**src/hdl/cbpt_pkg.sv**
```systemverilog
// Shared types and constants for the countdown bar pixel timer.
// Used by the controller, the datapath, the top level and the port checker.
package cbpt_pkg;

  // Field and register widths
  localparam int unsigned DUR_W     = 24;
  localparam int unsigned PIX_W     = 7;
  localparam int unsigned TIME_W    = 32;
  localparam int unsigned ACT_W     = 2;
  localparam int unsigned CFG_IDX_W = 1;
  localparam int unsigned CFG_DATA_W = DUR_W;
  localparam int unsigned IN_DATA_W  = 32;
  localparam int unsigned OUT_DATA_W = 16;

  // Pixels per layer saturate to this value
  localparam logic [PIX_W-1:0] MAX_LAYER_PIXELS = PIX_W'(64);

  // Divider: elapsed * pixels is DUR_W + PIX_W bits; quotient is below pixels
  localparam int unsigned PROD_W    = DUR_W + PIX_W;
  localparam int unsigned DIV_STEPS = PIX_W;
  localparam int unsigned CNT_W     = $clog2(DIV_STEPS);

  // Reset values of the configuration registers
  localparam logic [DUR_W-1:0] DUR_RESET = DUR_W'(1000);
  localparam logic [PIX_W-1:0] PIX_RESET = PIX_W'(24);

  // Register indexes
  localparam logic [CFG_IDX_W-1:0] REG_DURATION = 1'b0;
  localparam logic [CFG_IDX_W-1:0] REG_PIXELS   = 1'b1;

  // Input actions
  typedef enum logic [ACT_W-1:0] {
    ACT_START = 2'd0,
    ACT_TICK  = 2'd1,
    ACT_ABORT = 2'd2,
    ACT_NONE  = 2'd3
  } action_t;

  // Controller to datapath commands
  typedef struct packed {
    logic take;       // latch the accepted input item
    logic arm;        // start: latch start time, clear steps, run
    logic disarm;     // stop and clear steps
    logic sub;        // register elapsed time
    logic mul;        // load product and set up the divider
    logic div_step;   // one restoring division step
    logic emit_pix;   // load a pixel-off result
    logic emit_fin;   // load a finished result
  } cmd_t;

  // Datapath to controller status
  typedef struct packed {
    action_t act;
    logic    running;
    logic    expired;
    logic    div_last;
    logic    more;
    logic    last_pix;
    logic    out_free;
  } sts_t;

endpackage

```
**src/hdl/cbpt_ctrl.sv**
```systemverilog
// Controller state machine for the countdown bar pixel timer.
// Depends on cbpt_pkg for the command and status structs.
module cbpt_ctrl (
  input  logic          clk,
  input  logic          rst_n,
  input  logic          in_tvalid,
  output logic          in_tready,
  input  cbpt_pkg::sts_t sts,
  output cbpt_pkg::cmd_t cmd
);
  import cbpt_pkg::*;

  typedef enum logic [5:0] {
    ST_IDLE   = 6'b000001,
    ST_DECODE = 6'b000010,
    ST_CHECK  = 6'b000100,
    ST_DIV    = 6'b001000,
    ST_EMIT   = 6'b010000,
    ST_FIN    = 6'b100000
  } state_t;

  state_t state_r, state_nxt;

  assign in_tready = (state_r == ST_IDLE);

  // Next state and commands
  always_comb begin
    state_nxt = state_r;
    cmd       = '0;
    unique case (state_r)
      ST_IDLE: begin
        if (in_tvalid) begin
          cmd.take  = 1'b1;
          state_nxt = ST_DECODE;
        end
      end
      ST_DECODE: begin
        cmd.sub = 1'b1;
        case (sts.act)
          ACT_START: begin
            cmd.arm   = 1'b1;
            state_nxt = ST_IDLE;
          end
          ACT_ABORT: begin
            cmd.disarm = 1'b1;
            state_nxt  = ST_IDLE;
          end
          ACT_TICK: begin
            state_nxt = sts.running ? ST_CHECK : ST_IDLE;
          end
          default: begin
            state_nxt = ST_IDLE;
          end
        endcase
      end
      ST_CHECK: begin
        if (sts.expired) begin
          state_nxt = ST_FIN;
        end else begin
          cmd.mul   = 1'b1;
          state_nxt = ST_DIV;
        end
      end
      ST_DIV: begin
        cmd.div_step = 1'b1;
        if (sts.div_last) begin
          state_nxt = ST_EMIT;
        end
      end
      ST_EMIT: begin
        if (!sts.more) begin
          state_nxt = ST_IDLE;
        end else if (sts.out_free) begin
          cmd.emit_pix = 1'b1;
          if (sts.last_pix) begin
            state_nxt = ST_IDLE;
          end
        end
      end
      ST_FIN: begin
        if (sts.out_free) begin
          cmd.emit_fin = 1'b1;
          cmd.disarm   = 1'b1;
          state_nxt    = ST_IDLE;
        end
      end
      default: begin
        state_nxt = ST_IDLE;
      end
    endcase
  end

  // State register
  always_ff @(posedge clk) begin
    if (!rst_n) begin
      state_r <= ST_IDLE;
    end else begin
      state_r <= state_nxt;
    end
  end

endmodule

```
**src/hdl/cbpt_dp.sv**
```systemverilog
// Datapath for the countdown bar pixel timer: configuration, timer state,
// multiplier, restoring divider and result register. Depends on cbpt_pkg.
module cbpt_dp (
  input  logic                            clk,
  input  logic                            rst_n,
  input  logic                            cfg_we,
  input  logic [cbpt_pkg::CFG_IDX_W-1:0]  cfg_addr,
  input  logic [cbpt_pkg::CFG_DATA_W-1:0] cfg_wdata,
  input  logic [cbpt_pkg::ACT_W-1:0]      in_action,
  input  logic [cbpt_pkg::TIME_W-1:0]     in_now_ms,
  output logic                            out_tvalid,
  input  logic                            out_tready,
  output logic [cbpt_pkg::PIX_W-1:0]      out_pixel_index,
  output logic [cbpt_pkg::PIX_W-1:0]      out_mirror_index,
  output logic                            out_finished,
  output logic                            out_last,
  input  cbpt_pkg::cmd_t                  cmd,
  output cbpt_pkg::sts_t                  sts
);
  import cbpt_pkg::*;

  logic [DUR_W-1:0]  dur_r;
  logic [PIX_W-1:0]  pix_cfg_r;
  logic              running_r;
  logic [TIME_W-1:0] start_r;
  logic [PIX_W-1:0]  steps_r;
  action_t           act_r;
  logic [TIME_W-1:0] now_r;
  logic [TIME_W-1:0] elapsed_r;
  logic [PROD_W-1:0] rem_r;
  logic [PROD_W-1:0] dvs_r;
  logic [PIX_W-1:0]  quo_r;
  logic [CNT_W-1:0]  cnt_r;
  logic              out_valid_r;
  logic [PIX_W-1:0]  out_pix_r;
  logic [PIX_W-1:0]  out_mir_r;
  logic              out_fin_r;
  logic              out_last_r;

  logic [PIX_W-1:0]  pixels;
  logic              ge;
  logic [PIX_W:0]    mirror_full;
  logic [PIX_W:0]    steps_inc;

  // Saturate the pixel count
  assign pixels = (pix_cfg_r > MAX_LAYER_PIXELS) ? MAX_LAYER_PIXELS : pix_cfg_r;

  assign ge          = (rem_r >= dvs_r);
  assign mirror_full = {pixels, 1'b0} - (PIX_W+1)'(1) - {1'b0, steps_r};
  assign steps_inc   = {1'b0, steps_r} + (PIX_W+1)'(1);

  // Status to the controller
  always_comb begin
    sts.act      = act_r;
    sts.running  = running_r;
    sts.expired  = (elapsed_r >= TIME_W'(dur_r));
    sts.div_last = (cnt_r == '0);
    sts.more     = (steps_r < quo_r);
    sts.last_pix = (steps_inc == {1'b0, quo_r});
    sts.out_free = !out_valid_r || out_tready;
  end

  // Configuration registers
  always_ff @(posedge clk) begin
    if (!rst_n) begin
      dur_r     <= DUR_RESET;
      pix_cfg_r <= PIX_RESET;
    end else if (cfg_we) begin
      unique case (cfg_addr)
        REG_DURATION: dur_r     <= cfg_wdata;
        REG_PIXELS:   pix_cfg_r <= cfg_wdata[PIX_W-1:0];
        default: ;
      endcase
    end
  end

  // Timer state
  always_ff @(posedge clk) begin
    if (!rst_n) begin
      running_r <= 1'b0;
      start_r   <= '0;
      steps_r   <= '0;
    end else begin
      if (cmd.arm) begin
        running_r <= 1'b1;
        start_r   <= now_r;
        steps_r   <= '0;
      end else if (cmd.disarm) begin
        running_r <= 1'b0;
        steps_r   <= '0;
      end else if (cmd.emit_pix) begin
        steps_r   <= steps_inc[PIX_W-1:0];
      end
    end
  end

  // Input latch, elapsed time, product and divider
  always_ff @(posedge clk) begin
    if (cmd.take) begin
      act_r <= action_t'(in_action);
      now_r <= in_now_ms;
    end
    if (cmd.sub) begin
      elapsed_r <= now_r - start_r;
    end
    if (cmd.mul) begin
      // elapsed is below the duration here, so it fits DUR_W bits
      rem_r <= PROD_W'(elapsed_r[DUR_W-1:0]) * PROD_W'(pixels);
      dvs_r <= PROD_W'(dur_r) << (DIV_STEPS - 1);
      quo_r <= '0;
      cnt_r <= CNT_W'(DIV_STEPS - 1);
    end else if (cmd.div_step) begin
      if (ge) begin
        rem_r <= rem_r - dvs_r;
      end
      dvs_r <= dvs_r >> 1;
      quo_r <= {quo_r[PIX_W-2:0], ge};
      cnt_r <= cnt_r - CNT_W'(1);
    end
  end

  // Result register: hold until transferred
  always_ff @(posedge clk) begin
    if (!rst_n) begin
      out_valid_r <= 1'b0;
    end else if (cmd.emit_pix || cmd.emit_fin) begin
      out_valid_r <= 1'b1;
    end else if (out_tready) begin
      out_valid_r <= 1'b0;
    end
  end

  always_ff @(posedge clk) begin
    if (cmd.emit_pix) begin
      out_pix_r  <= steps_r;
      out_mir_r  <= mirror_full[PIX_W-1:0];
      out_fin_r  <= 1'b0;
      out_last_r <= sts.last_pix;
    end else if (cmd.emit_fin) begin
      out_pix_r  <= '0;
      out_mir_r  <= '0;
      out_fin_r  <= 1'b1;
      out_last_r <= 1'b1;
    end
  end

  assign out_tvalid       = out_valid_r;
  assign out_pixel_index  = out_pix_r;
  assign out_mirror_index = out_mir_r;
  assign out_finished     = out_fin_r;
  assign out_last         = out_last_r;

endmodule

```
**src/hdl/countdown_bar_pixel_timer_unit.sv**
```systemverilog
// Top level of the countdown bar pixel timer: stream ports, configuration
// port, controller and datapath. Depends on cbpt_pkg, cbpt_ctrl, cbpt_dp.
//
// One input item at a time. A start, an abort, an unused action or a tick
// while disarmed is taken and decoded. A tick that expires is decoded and
// checked, then waits for the result slot. Other ticks are decoded and
// checked, run the restoring divider (one quotient bit per cycle) and emit
// pixel-off results, one per cycle while the result slot is free, or none
// when no new step is passed.
// The result register holds one result, so a new item is taken while the
// last result of the previous one still waits to be transferred.
module countdown_bar_pixel_timer_unit (
  input  logic                             clk,
  input  logic                             rst_n,
  // Configuration
  input  logic                             cfg_we,
  input  logic [cbpt_pkg::CFG_IDX_W-1:0]   cfg_addr,
  input  logic [cbpt_pkg::CFG_DATA_W-1:0]  cfg_wdata,
  // Input stream
  input  logic                             in_tvalid,
  output logic                             in_tready,
  input  logic [cbpt_pkg::IN_DATA_W-1:0]   in_tdata,   // [31:0] now_ms
  input  logic [cbpt_pkg::ACT_W-1:0]       in_tuser,   // [1:0] action
  // Result stream
  output logic                             out_tvalid,
  input  logic                             out_tready,
  output logic [cbpt_pkg::OUT_DATA_W-1:0]  out_tdata,  // [6:0] pixel_index,
                                                       // [13:7] mirror_index,
                                                       // [15:14] zero
  output logic                             out_tuser,  // [0] finished
  output logic                             out_tlast
);
  import cbpt_pkg::*;

  cmd_t             cmd;
  sts_t             sts;
  logic [PIX_W-1:0] pix_idx;
  logic [PIX_W-1:0] mir_idx;

  cbpt_ctrl u_ctrl (
    .clk       (clk),
    .rst_n     (rst_n),
    .in_tvalid (in_tvalid),
    .in_tready (in_tready),
    .sts       (sts),
    .cmd       (cmd)
  );

  cbpt_dp u_dp (
    .clk              (clk),
    .rst_n            (rst_n),
    .cfg_we           (cfg_we),
    .cfg_addr         (cfg_addr),
    .cfg_wdata        (cfg_wdata),
    .in_action        (in_tuser),
    .in_now_ms        (in_tdata[TIME_W-1:0]),
    .out_tvalid       (out_tvalid),
    .out_tready       (out_tready),
    .out_pixel_index  (pix_idx),
    .out_mirror_index (mir_idx),
    .out_finished     (out_tuser),
    .out_last         (out_tlast),
    .cmd              (cmd),
    .sts              (sts)
  );

  // Pack the result fields
  assign out_tdata = {(OUT_DATA_W - 2*PIX_W)'(0), mir_idx, pix_idx};

endmodule

```
**config.mk**
```make
export PLATFORM = sky130hd
export DESIGN_NAME = countdown_bar_pixel_timer_unit
export DESIGN_NICKNAME = d
export VERILOG_FILES = /design/src/hdl/cbpt_pkg.sv /design/src/hdl/cbpt_ctrl.sv /design/src/hdl/cbpt_dp.sv /design/src/hdl/countdown_bar_pixel_timer_unit.sv
export SDC_FILE = /design/constraint.sdc
export NUM_CORES = 1
export LEC_CHECK = 0
export BUFFER_PORTS_ARGS = -buffer_cell sky130_fd_sc_hd__clkbuf_2
export CAP_MARGIN = 0
export CORE_ASPECT_RATIO = 1.5
export CORE_MARGIN = 2
export CORE_UTILIZATION = 60
export DETAILED_ROUTE_END_ITERATION = 7
export PLACE_DENSITY = 0.86
export SETUP_SLACK_MARGIN = 0.05
export SYNTH_ARGS = -nofsm -noshare
export SYNTH_HDL_FRONTEND = slang
export SYNTH_HIERARCHICAL = 1
export SYNTH_SLANG_ARGS = --single-unit
```
**constraint.sdc**
```tcl
create_clock -name clk -period 15.4 [get_ports clk]
set_input_delay 1.54 -clock clk [delete_from_list [all_inputs] [get_ports clk]]
set_output_delay 1.54 -clock clk [all_outputs]
set_load 0.05 [all_outputs]
```
==> flow_summary.toml, run 1 <==
[sta]
hold_slack_ns = 0.476
setup_viol = 0
finClkSkew_ns = 0.00859
worstMarginPinSlew_ns = 1.00
fin_tns_setup_ns = 0
finalCriticalPeriod_ns = 6.33
slew_headroom = 0.330
fin_crit_sh = 0.411
final-max-slew-violation-count = 0
clock.fmax_mhz = 158
worst_slack_ns = 9.07
hold_viol = 0
rsz0062_at_grt = "false"

[synth]
synth.most_common_cell = "inv_1"
yosysTopAreaCellShare = 0.221
avgSynthCellArea_sq_um = 9.46
yosys-top-cells-count = "inv_1, nand2_1, ha_1, edfxtp_1, and2_1"
syn_area_sq_mm = 0.0185
ys_ff_latch = 231
synth_cell_type_count = 84
synth_top_family_by_area = "adder cells"
ys_seq_area_frac = 0.324
synth-edff-count = 136
synthSimpleGateAreaFrac = 0.164
async_flop_share = 0
synth_top_cell_by_area = "edfxtp_1"
synth_area_leaders = "edfxtp_1, fa_1, dfxtp_1"
synth_cells = 1951
synth_flop_cell = "edfxtp_1"
muxShareOfSynthArea = 0.0287
synth-adder-area-share = 0.222
yosysWarnings = 6
synth_xor_area_frac = 0.0455
synth_compound_gate_area_share = 0.151

[worst_setup_path]
crit_path_end = "u_dp/rem_r[19]"
arrival_ns = 6.57
reg2reg_to = "u_dp/rem_r[19]"
crit_required_ns = 15.64
critPathMaxFanout = 31
r2r_setup_slack_ns = 9.07
reg2reg_from = "u_dp/pix_cfg_r[6]"
path_class = "reg2reg"
critPathLaunch = "u_dp/pix_cfg_r[6]"
end_kind = "flop"
rr_worst_depth = 18
startpoint_type = "flop"

[final_layout]
drive_above_1_share = 0.0783
area_growth_pct = 7.44
final_cell_area_sq_mm = 0.0198
nets = 2315
n_antenna_cell = 0

[placement]
post-place-ws_ns = 9.17
gp_congestion = 0.888
placed_area_sq_mm = 0.0192
portBuffers = 81
dpl.hpwl_mm = 32.1

[global_routing]
grt_remaining_overflow = 0
grt_first_pass_wirelength_mm = 68.1
grt_pass1_vias = 14313
grt_max_degree = 81
antenna_found_initial = 0
gr-usage-all-layers = 0.259

[power]
irDropWorstVdd_mv = 0.100
p_leak_nw = 8.50
p_per_area_mw_per_mm2 = 88.1

[floorplan]
start_util = 0.610
pin_count = 84
die_x_um = 147
die-area_sq_mm = 0.0322
fp.coreArea_sq_mm = 0.0303
rows = 78
die_h_um = 219

[detailed_routing]
remaining_drc_errors = 0
num_vias = 13890
vias_per_cell = 5.78
dr.pass1.iters = 5
wl_per_cell_um = 17.2
wirelength_mm = 41.3
drtAntennaViolNets = 0
drtIter0Drc = 766

[job]
maxCapViolations = 0

[outcome]
status = "finished, final reports clean"

[clock_tree]
root_buffer = "clkbuf_16"
clockBufferDepth = 3
clk_pin_slew_ns = 0.07
cts.htree.levels = 1
numCtsBuffers = 21
clock_sinks = 231
cts_tree = "done"
post-cts-setup-buffer-count = 0
postCtsHoldBufs = 0
cts_resized = 0
clock_latency_ns = 0.53

[worst_hold_path]
hold_class = "reg2reg"
[critical path, cell delays in order, from the launching register on]
cell	delay (ns)
dfxtp_1	0.98
nor2b_1	0.31
buf_4	0.30
and2_1	0.18
fa_1	0.47
fa_1	0.52
fa_1	0.55
inv_1	0.06
fa_1	0.53
inv_1	0.04
ha_1	0.35
a21oi_1	0.16
nand2_1	0.16
a221oi_2	0.59
o31a_1	0.28
nor2_1	0.07
xor2_1	0.14
a22oi_1	0.19
o311ai_0	0.15
[power breakdown]
group | switching [W] | total (W) | leakage (nW) | internal, W
Combinational | 0.000321 | 0.000538 | 6.17 | 0.000217
Clock | 0.000228 | 0.000513 | 0.314 | 0.000285
Sequential | 0.0000192 | 0.000697 | 2.01 | 0.000678
Total | 0.000568 | 0.00175 | 8.50 | 0.00118
[flip-flops by register name (all words and copies together), names as in the netlist, 6 cells and up]
name and flops:
u_dp/dvs_r 30, u_dp/out_pixel_index 7, u_dp/elapsed_r 32, u_dp/out_mirror_index 7, u_ctrl/state_r 6, u_dp/steps_r 7, u_dp/pix_cfg_r 7, u_dp/dur_r 24
u_dp/start_r 32, u_dp/rem_r 31, u_dp/now_r 32, u_dp/quo_r 7
[cell families (layout without fill, tap and decap cells)]
logic type,after synthesis,in the layout
AND/OR/NAND/NOR,596,596
AO/OA/AOI/OAI,403,403
buffers and inverters,310,363
adder cells (fa/ha/maj),261,261
flip-flops,231,231
XOR/XNOR,96,96
multiplexers,53,53
other,1,2
[per-stage QoR]
step,std cells,util,total power [W]
2_1_floorplan,1952,-,0.00112
3_3_place_gp,2367,0.634,0.00123
3_5_place_dp,2367,0.634,0.00124
4_1_cts,2405,0.656,0.00176
5_1_grt,2405,0.656,0.00185
6_report,2405,0.656,0.00175
[final cells by class]
class	instances	area [sq um]
Clock buffer	24	537
Clock inverter	14	130
Fill cell	2397	10400
Inverter	231	867
Multi-Input combinational cell	1411	11300
Sequential cell	231	5990
Tap cell	400	500
Timing Repair Buffer	94	503
[worst min path at each step]
stage / start / slack (ns) / cells after the start / endpoint
global placement: u_dp/out_finished / 0.46 / 2 / u_dp/out_finished
finish: u_dp/pix_cfg_r[2] / 0.48 / 2 / u_dp/pix_cfg_r[2]
global route: u_dp/pix_cfg_r[4] / 0.51 / 2 / u_dp/pix_cfg_r[4]
detailed placement: u_dp/cnt_r[2] / 0.47 / 2 / u_dp/cnt_r[2]
floorplan: u_dp/pix_cfg_r[3] / 0.43 / 2 / u_dp/pix_cfg_r[3]
CTS: u_dp/pix_cfg_r[2] / 0.48 / 2 / u_dp/pix_cfg_r[2]
[layout by cell type, fill, tap and decap left out, drive strengths merged, types with 5 or more instances in the layout]
master,Yosys,final
inv,231,232
nand2,176,176
ha,149,149
edfxtp,136,136
and2,122,122
fa,112,112
a21oi,106,106
clkbuf,70,105
dfxtp,95,95
nor2,92,92
o21ai,82,82
nor2b,59,59
xnor2,58,58
mux2i,53,53
nand3,50,50
a21o,49,49
xor2,38,38
a21boi,29,29
nand2b,25,25
a22o,24,24
nor3,22,22
o211ai,18,18
buf,9,13
and3,13,13
o21a,10,10
a211oi,10,10
o31ai,10,10
o21bai,9,9
nand4,9,9
a31oi,9,9
a41oi,7,7
clkinv,0,7
or3,5,5
[layer usage]
layer  up-vias  GRT usage  share of wire  wire length (um)
met4         0      0.111          0.037              1540
met3        93     0.0258          0.047              1940
met5         -          0              0                 0
met2       402      0.491           0.53             21700
met1      6664      0.295           0.39             16100
li1       6731          -              -                 -
Note: power is estimated with default switching activity, not from simulation.
==> run 2, diff against run 1 <==
- CORE_UTILIZATION: 60 -> 57
- clock period: 15.4 -> 5.67 ns (I/O delays scaled with it)
==> flow_summary.toml, run 2 (synthesis gave the netlist of run 1 again) <==
[detailed_routing]
remaining_drc_errors = 0
num_vias = 14088
vias_per_cell = 5.80
drtIter0Drc = 920
wl_per_cell_um = 17.3
dr.pass1.iters = 5
wirelength_mm = 42.0
drtAntennaViolNets = 0

[sta]
clock.fmax_mhz = 183
worstMarginPinSlew_ns = 0.942
slew_headroom = 0.372
final-max-slew-violation-count = 0
finalCriticalPeriod_ns = 5.47
fin_crit_sh = 0.964
setup_viol = 0
fin_tns_setup_ns = 0
worst_slack_ns = 0.205
hold_viol = 0
rsz0062_at_grt = "false"
finClkSkew_ns = 0.0113

[global_routing]
grt_max_degree = 72
grt_remaining_overflow = 0
grt_first_pass_wirelength_mm = 69.4
grt_pass1_vias = 14637
antenna_found_initial = 0
gr-usage-all-layers = 0.254

[placement]
post-place-ws_ns = 0.0354
dpl.hpwl_mm = 33.0
portBuffers = 81
gp_congestion = 0.930
placed_area_sq_mm = 0.0193

[clock_tree]
clockBufferDepth = 3
numCtsBuffers = 21
clock_sinks = 231
cts_tree = "done"
cts.htree.levels = 1
postCtsHoldBufs = 0
clock_latency_ns = 0.53
root_buffer = "clkbuf_16"
clk_pin_slew_ns = 0.07

[power]
p_total_w = 0.00480
p_leak_nw = 8.61
irDropWorstVdd_mv = 0.272
p_per_area_mw_per_mm2 = 240

[worst_setup_path]
startpoint_type = "flop"
rr_worst_depth = 18
arrival_ns = 5.73
reg2reg_to = "u_dp/rem_r[29]"
critPathMaxFanout = 20
reg2reg_from = "u_dp/pix_cfg_r[6]"
r2r_setup_slack_ns = 0.20
crit_required_ns = 5.94
critPathLaunch = "u_dp/pix_cfg_r[6]"
path_class = "reg2reg"
end_kind = "flop"

[final_layout]
multi_input_area_sq_mm = 0.0114
biggestRegsByFlops = "u_dp/elapsed_r: 32 flops, u_dp/now_r: 32 flops, u_dp/start_r: 32 flops"
mostFrequentLayoutCells = "inv_1, nand2_1, ha_1"
n_antenna_cell = 0
seqCellArea_sq_mm = 0.00599
layout_commonest_cell = "inv_1"
area_growth_pct = 8.38
nFillCells = 2520
final_cell_area_sq_mm = 0.0200
drive_above_1_share = 0.0887
nets = 2329

[worst_hold_path]
min_from = "in_tdata[28]"
holdPathStages = 1
hold_class = "in2reg"
holdPathEnd = "u_dp/now_r[28]"

[floorplan]
rows = 80
pin_count = 84
fp.coreArea_sq_mm = 0.0318
start_util = 0.580
die_h_um = 224
die_x_um = 151
die-area_sq_mm = 0.0339

[outcome]
status = "finished, final reports clean"

[job]
maxCapViolations = 0
[run 2: cell types whose count changed in the layout (fill, tap and decap cells not counted), sizes merged]
cell / change
buf: +14
bufinv: -2
clkbuf: +5
clkinv: -1
clkinvlp: -4
inv: +1
[run 2: cell type report]
type / count / share of cell area
clock inverter: 8 / 0.00231
inverter: 231 / 0.0433
multi-input combinational: 1411 / 0.567
clock buffer: 29 / 0.0309
timing repair buffer: 108 / 0.0310
sequential: 231 / 0.299
tap: 410 / 0.0256
[run 2: layer usage]
| metal | vias up | track usage | wire [um] |
|---|---|---|---|
| li1 | 6751 | - | - |
| met3 | 133 | 0.0247 | 1990 |
| met5 | - | 0 | 0 |
| met1 | 6762 | 0.293 | 16100 |
| met4 | 0 | 0.112 | 1840 |
| met2 | 442 | 0.469 | 22000 |
[run 2: worst max-delay path by stage]
stage / end / slack [ns]
4_1_cts: u_dp/rem_r[28] / 0.05
6_report: u_dp/rem_r[29] / 0.20
5_1_grt: u_dp/rem_r[29] / 0.01
3_5_place_dp: u_dp/rem_r[27] / 0.04
2_1_floorplan: u_dp/rem_r[28] / 0.38
3_3_place_gp: u_dp/rem_r[27] / 0.18
[run 2: report_power, final]
group | switching, W | total (W) | internal [W] | leakage [nW]
Sequential | 0.0000501 | 0.00189 | 0.00184 | 2.01
Clock | 0.000625 | 0.00139 | 0.000766 | 0.333
Combinational | 0.000899 | 0.00151 | 0.000616 | 6.26
[run 2: repair_timing]
| item | CTS | global route |
|---|---|---|
| setup endpoints to repair | 2 | 13 |
| gates resized for setup | 1 | 15 |
| cloned | 0 | 1 |
| buffers inserted | 0 | 1 |
| hold endpoints to repair | 0 | 0 |
| pin swaps | 0 | 3 |
[run 2: worst max-delay path, cell delays in order, from the launching register on]
cell	delay [ns]
dfxtp_4	0.39
nor2b_1	0.22
buf_6	0.22
and2_1	0.18
fa_1	0.43
fa_1	0.49
fa_1	0.56
inv_1	0.06
fa_1	0.53
inv_1	0.04
ha_1	0.36
a21oi_1	0.17
nand2_1	0.17
a221oi_4	0.47
o2111ai_1	0.27
nand2_1	0.17
o21ai_0	0.13
xnor2_1	0.20
mux2i_1	0.11
[run 2: per-stage QoR]
stage / instances / util / hold WS, ns
3_5_place_dp: 2389 / 0.605 / 0.456
2_1_floorplan: 1952 / - / 0.433
6_report: 2428 / 0.629 / 0.209
3_3_place_gp: 2389 / 0.605 / 0.443
4_1_cts: 2426 / 0.627 / 0.191
5_1_grt: 2428 / 0.629 / 0.197
==> run 3, diff against run 2 <==
- REMOVE_ABC_BUFFERS: unset -> 1
==> flow_summary.toml, run 3 (synthesis gave the netlist of run 1 again) <==
[sta]
worst_slack_ns = 0.236
finClkSkew_ns = 0.0130
hold_slack_ns = 0.203
fin_tns_setup_ns = 0
worstMarginPinSlew_ns = 1.21
finalCriticalPeriod_ns = 5.43
hold_viol = 0
fin_crit_sh = 0.958
slew_headroom = 0.193
rsz0062_at_grt = "false"
setup_viol = 0
final-max-slew-violation-count = 0
clock.fmax_mhz = 184

[detailed_routing]
wirelength_mm = 42.4
drtIter0Drc = 822
wl_per_cell_um = 17.5
drtAntennaViolNets = 0
remaining_drc_errors = 0
num_vias = 14029
vias_per_cell = 5.78
dr.pass1.iters = 5

[outcome]
status = "finished, final reports clean"

[final_layout]
nets = 2326
final_cell_area_sq_mm = 0.0201
seqCellArea_sq_mm = 0.00599
nFillCells = 2543
mostFrequentLayoutCells = "inv_1, nand2_1, ha_1"
layout_commonest_cell = "inv_1"
final_core_util = 0.631
multi_input_area_sq_mm = 0.0114
area_growth_pct = 8.75
drive_above_1_share = 0.0892
biggestRegsByFlops = "u_dp/elapsed_r: 32 flops, u_dp/now_r: 32 flops, u_dp/start_r: 32 flops"
n_antenna_cell = 0

[worst_setup_path]
arrival_ns = 5.71
end_kind = "flop"
rr_worst_depth = 19
reg2reg_from = "u_dp/pix_cfg_r[6]"
path_class = "reg2reg"
cpMaxStageDelayCell = "fa_1"
crit_required_ns = 5.95
r2r_setup_slack_ns = 0.24
startpoint_type = "flop"
path_buf_inv = 4
cp_top_family = "adder cells"
critPathMaxFanout = 21
cp_common_cell = "fa_1"
crit_chain = "nor2b_2 -> buf_6 -> and2_1 -> fa_1 -> fa_1 -> fa_1 -> inv_1 -> fa_1 -> inv_1 -> ha_1 -> nand3_1 -> nor2_2 -> nand4_1 -> a21oi_2 -> o41ai_1 -> buf_4 -> o31ai_1 -> xnor2_1 -> mux2i_1"
cp.depth = 19
reg2reg_to = "u_dp/rem_r[30]"
slowest_delay_ns = 0.56

[clock_tree]
clock_latency_ns = 0.54
root_buffer = "clkbuf_16"
cts_tree = "done"
clockBufferDepth = 3
clock_sinks = 231
cts.htree.levels = 1
postCtsHoldBufs = 0
numCtsBuffers = 23
clk_pin_slew_ns = 0.06

[worst_hold_path]
hold_class = "in2reg"
holdPathStages = 1
min_from = "in_tdata[31]"
holdPathEnd = "u_dp/now_r[31]"

[placement]
post-place-ws_ns = 0.104
dpl.hpwl_mm = 32.9
gp_congestion = 0.969
placed_area_sq_mm = 0.0192
portBuffers = 81

[global_routing]
grt_remaining_overflow = 0
gr-usage-all-layers = 0.253
grt_max_degree = 44
antenna_found_initial = 0
grt_pass1_vias = 14460
grt_first_pass_wirelength_mm = 68.8

[floorplan]
rows = 80
pin_count = 84
die_h_um = 224
start_util = 0.580
fp.coreArea_sq_mm = 0.0318
die_x_um = 151
die-area_sq_mm = 0.0339

[power]
irDropWorstVdd_mv = 0.238
p_leak_nw = 8.62
p_per_area_mw_per_mm2 = 245

[job]
maxCapViolations = 0
-- run 3: cell count changes in the layout (fill, tap and decap cells not counted), moves of 2 or more --
cell | previous run | this run
buf_4 | 22 | 16
clkbuf_1 | 4 | 8
clkbuf_16 | 23 | 25
clkinv_2 | 5 | 2
clkinvlp_4 | 0 | 3
nor2b_1 | 55 | 53
nor2b_2 | 1 | 3
-- run 3: how the worst max path moves through the flow --
| stage | start | to |
|---|---|---|
| 2_1_floorplan | u_dp/pix_cfg_r[6] | u_dp/rem_r[28] |
| 3_3_place_gp | u_dp/pix_cfg_r[6] | u_dp/rem_r[17] |
| 3_5_place_dp | u_dp/pix_cfg_r[6] | u_dp/rem_r[27] |
| 4_1_cts | u_dp/pix_cfg_r[6] | u_dp/rem_r[27] |
| 5_1_grt | u_dp/pix_cfg_r[6] | u_dp/rem_r[30] |
| 6_report | u_dp/pix_cfg_r[6] | u_dp/rem_r[30] |
-- run 3: through the flow --
stage	total power, W	cells
global placement	0.00334	2384
CTS	0.00491	2426
global route	0.00520	2428
finish	0.00491	2428
detailed placement	0.00339	2384
floorplan	0.00303	1873
-- run 3: area by class of cell --
| class | instances | area share |
|---|---|---|
| Clock inverter | 8 | 0.00399 |
| Multi-Input combinational cell | 1411 | 0.566 |
| Tap cell | 410 | 0.0256 |
| Sequential cell | 231 | 0.298 |
| Inverter | 231 | 0.0432 |
| Clock buffer | 34 | 0.0333 |
| Timing Repair Buffer | 103 | 0.0297 |
-- run 3: layer usage --
layer,wire length [um],GRT usage,vias up,part of all wire
met2,21900,0.454,442,0.52
li1,-,-,6754,-
met5,0,0,-,0
met3,1980,0.0302,131,0.047
met4,2350,0.139,0,0.055
met1,16200,0.289,6702,0.38
-- run 3: power by group --
group          total (W)  switching (W)  internal (W)  leakage (nW)
logic            0.00150       0.000894      0.000609          6.24
clock network    0.00152       0.000649      0.000870         0.356
registers        0.00189      0.0000518       0.00184          2.01
total            0.00491        0.00159       0.00332          8.62
-- run 3: repair_timing --
action | 4_1_cts | 5_1_grt
resized for setup | 0 | 19
setup buffers | 0 | 1
setup endpoints to repair | 0 | 12
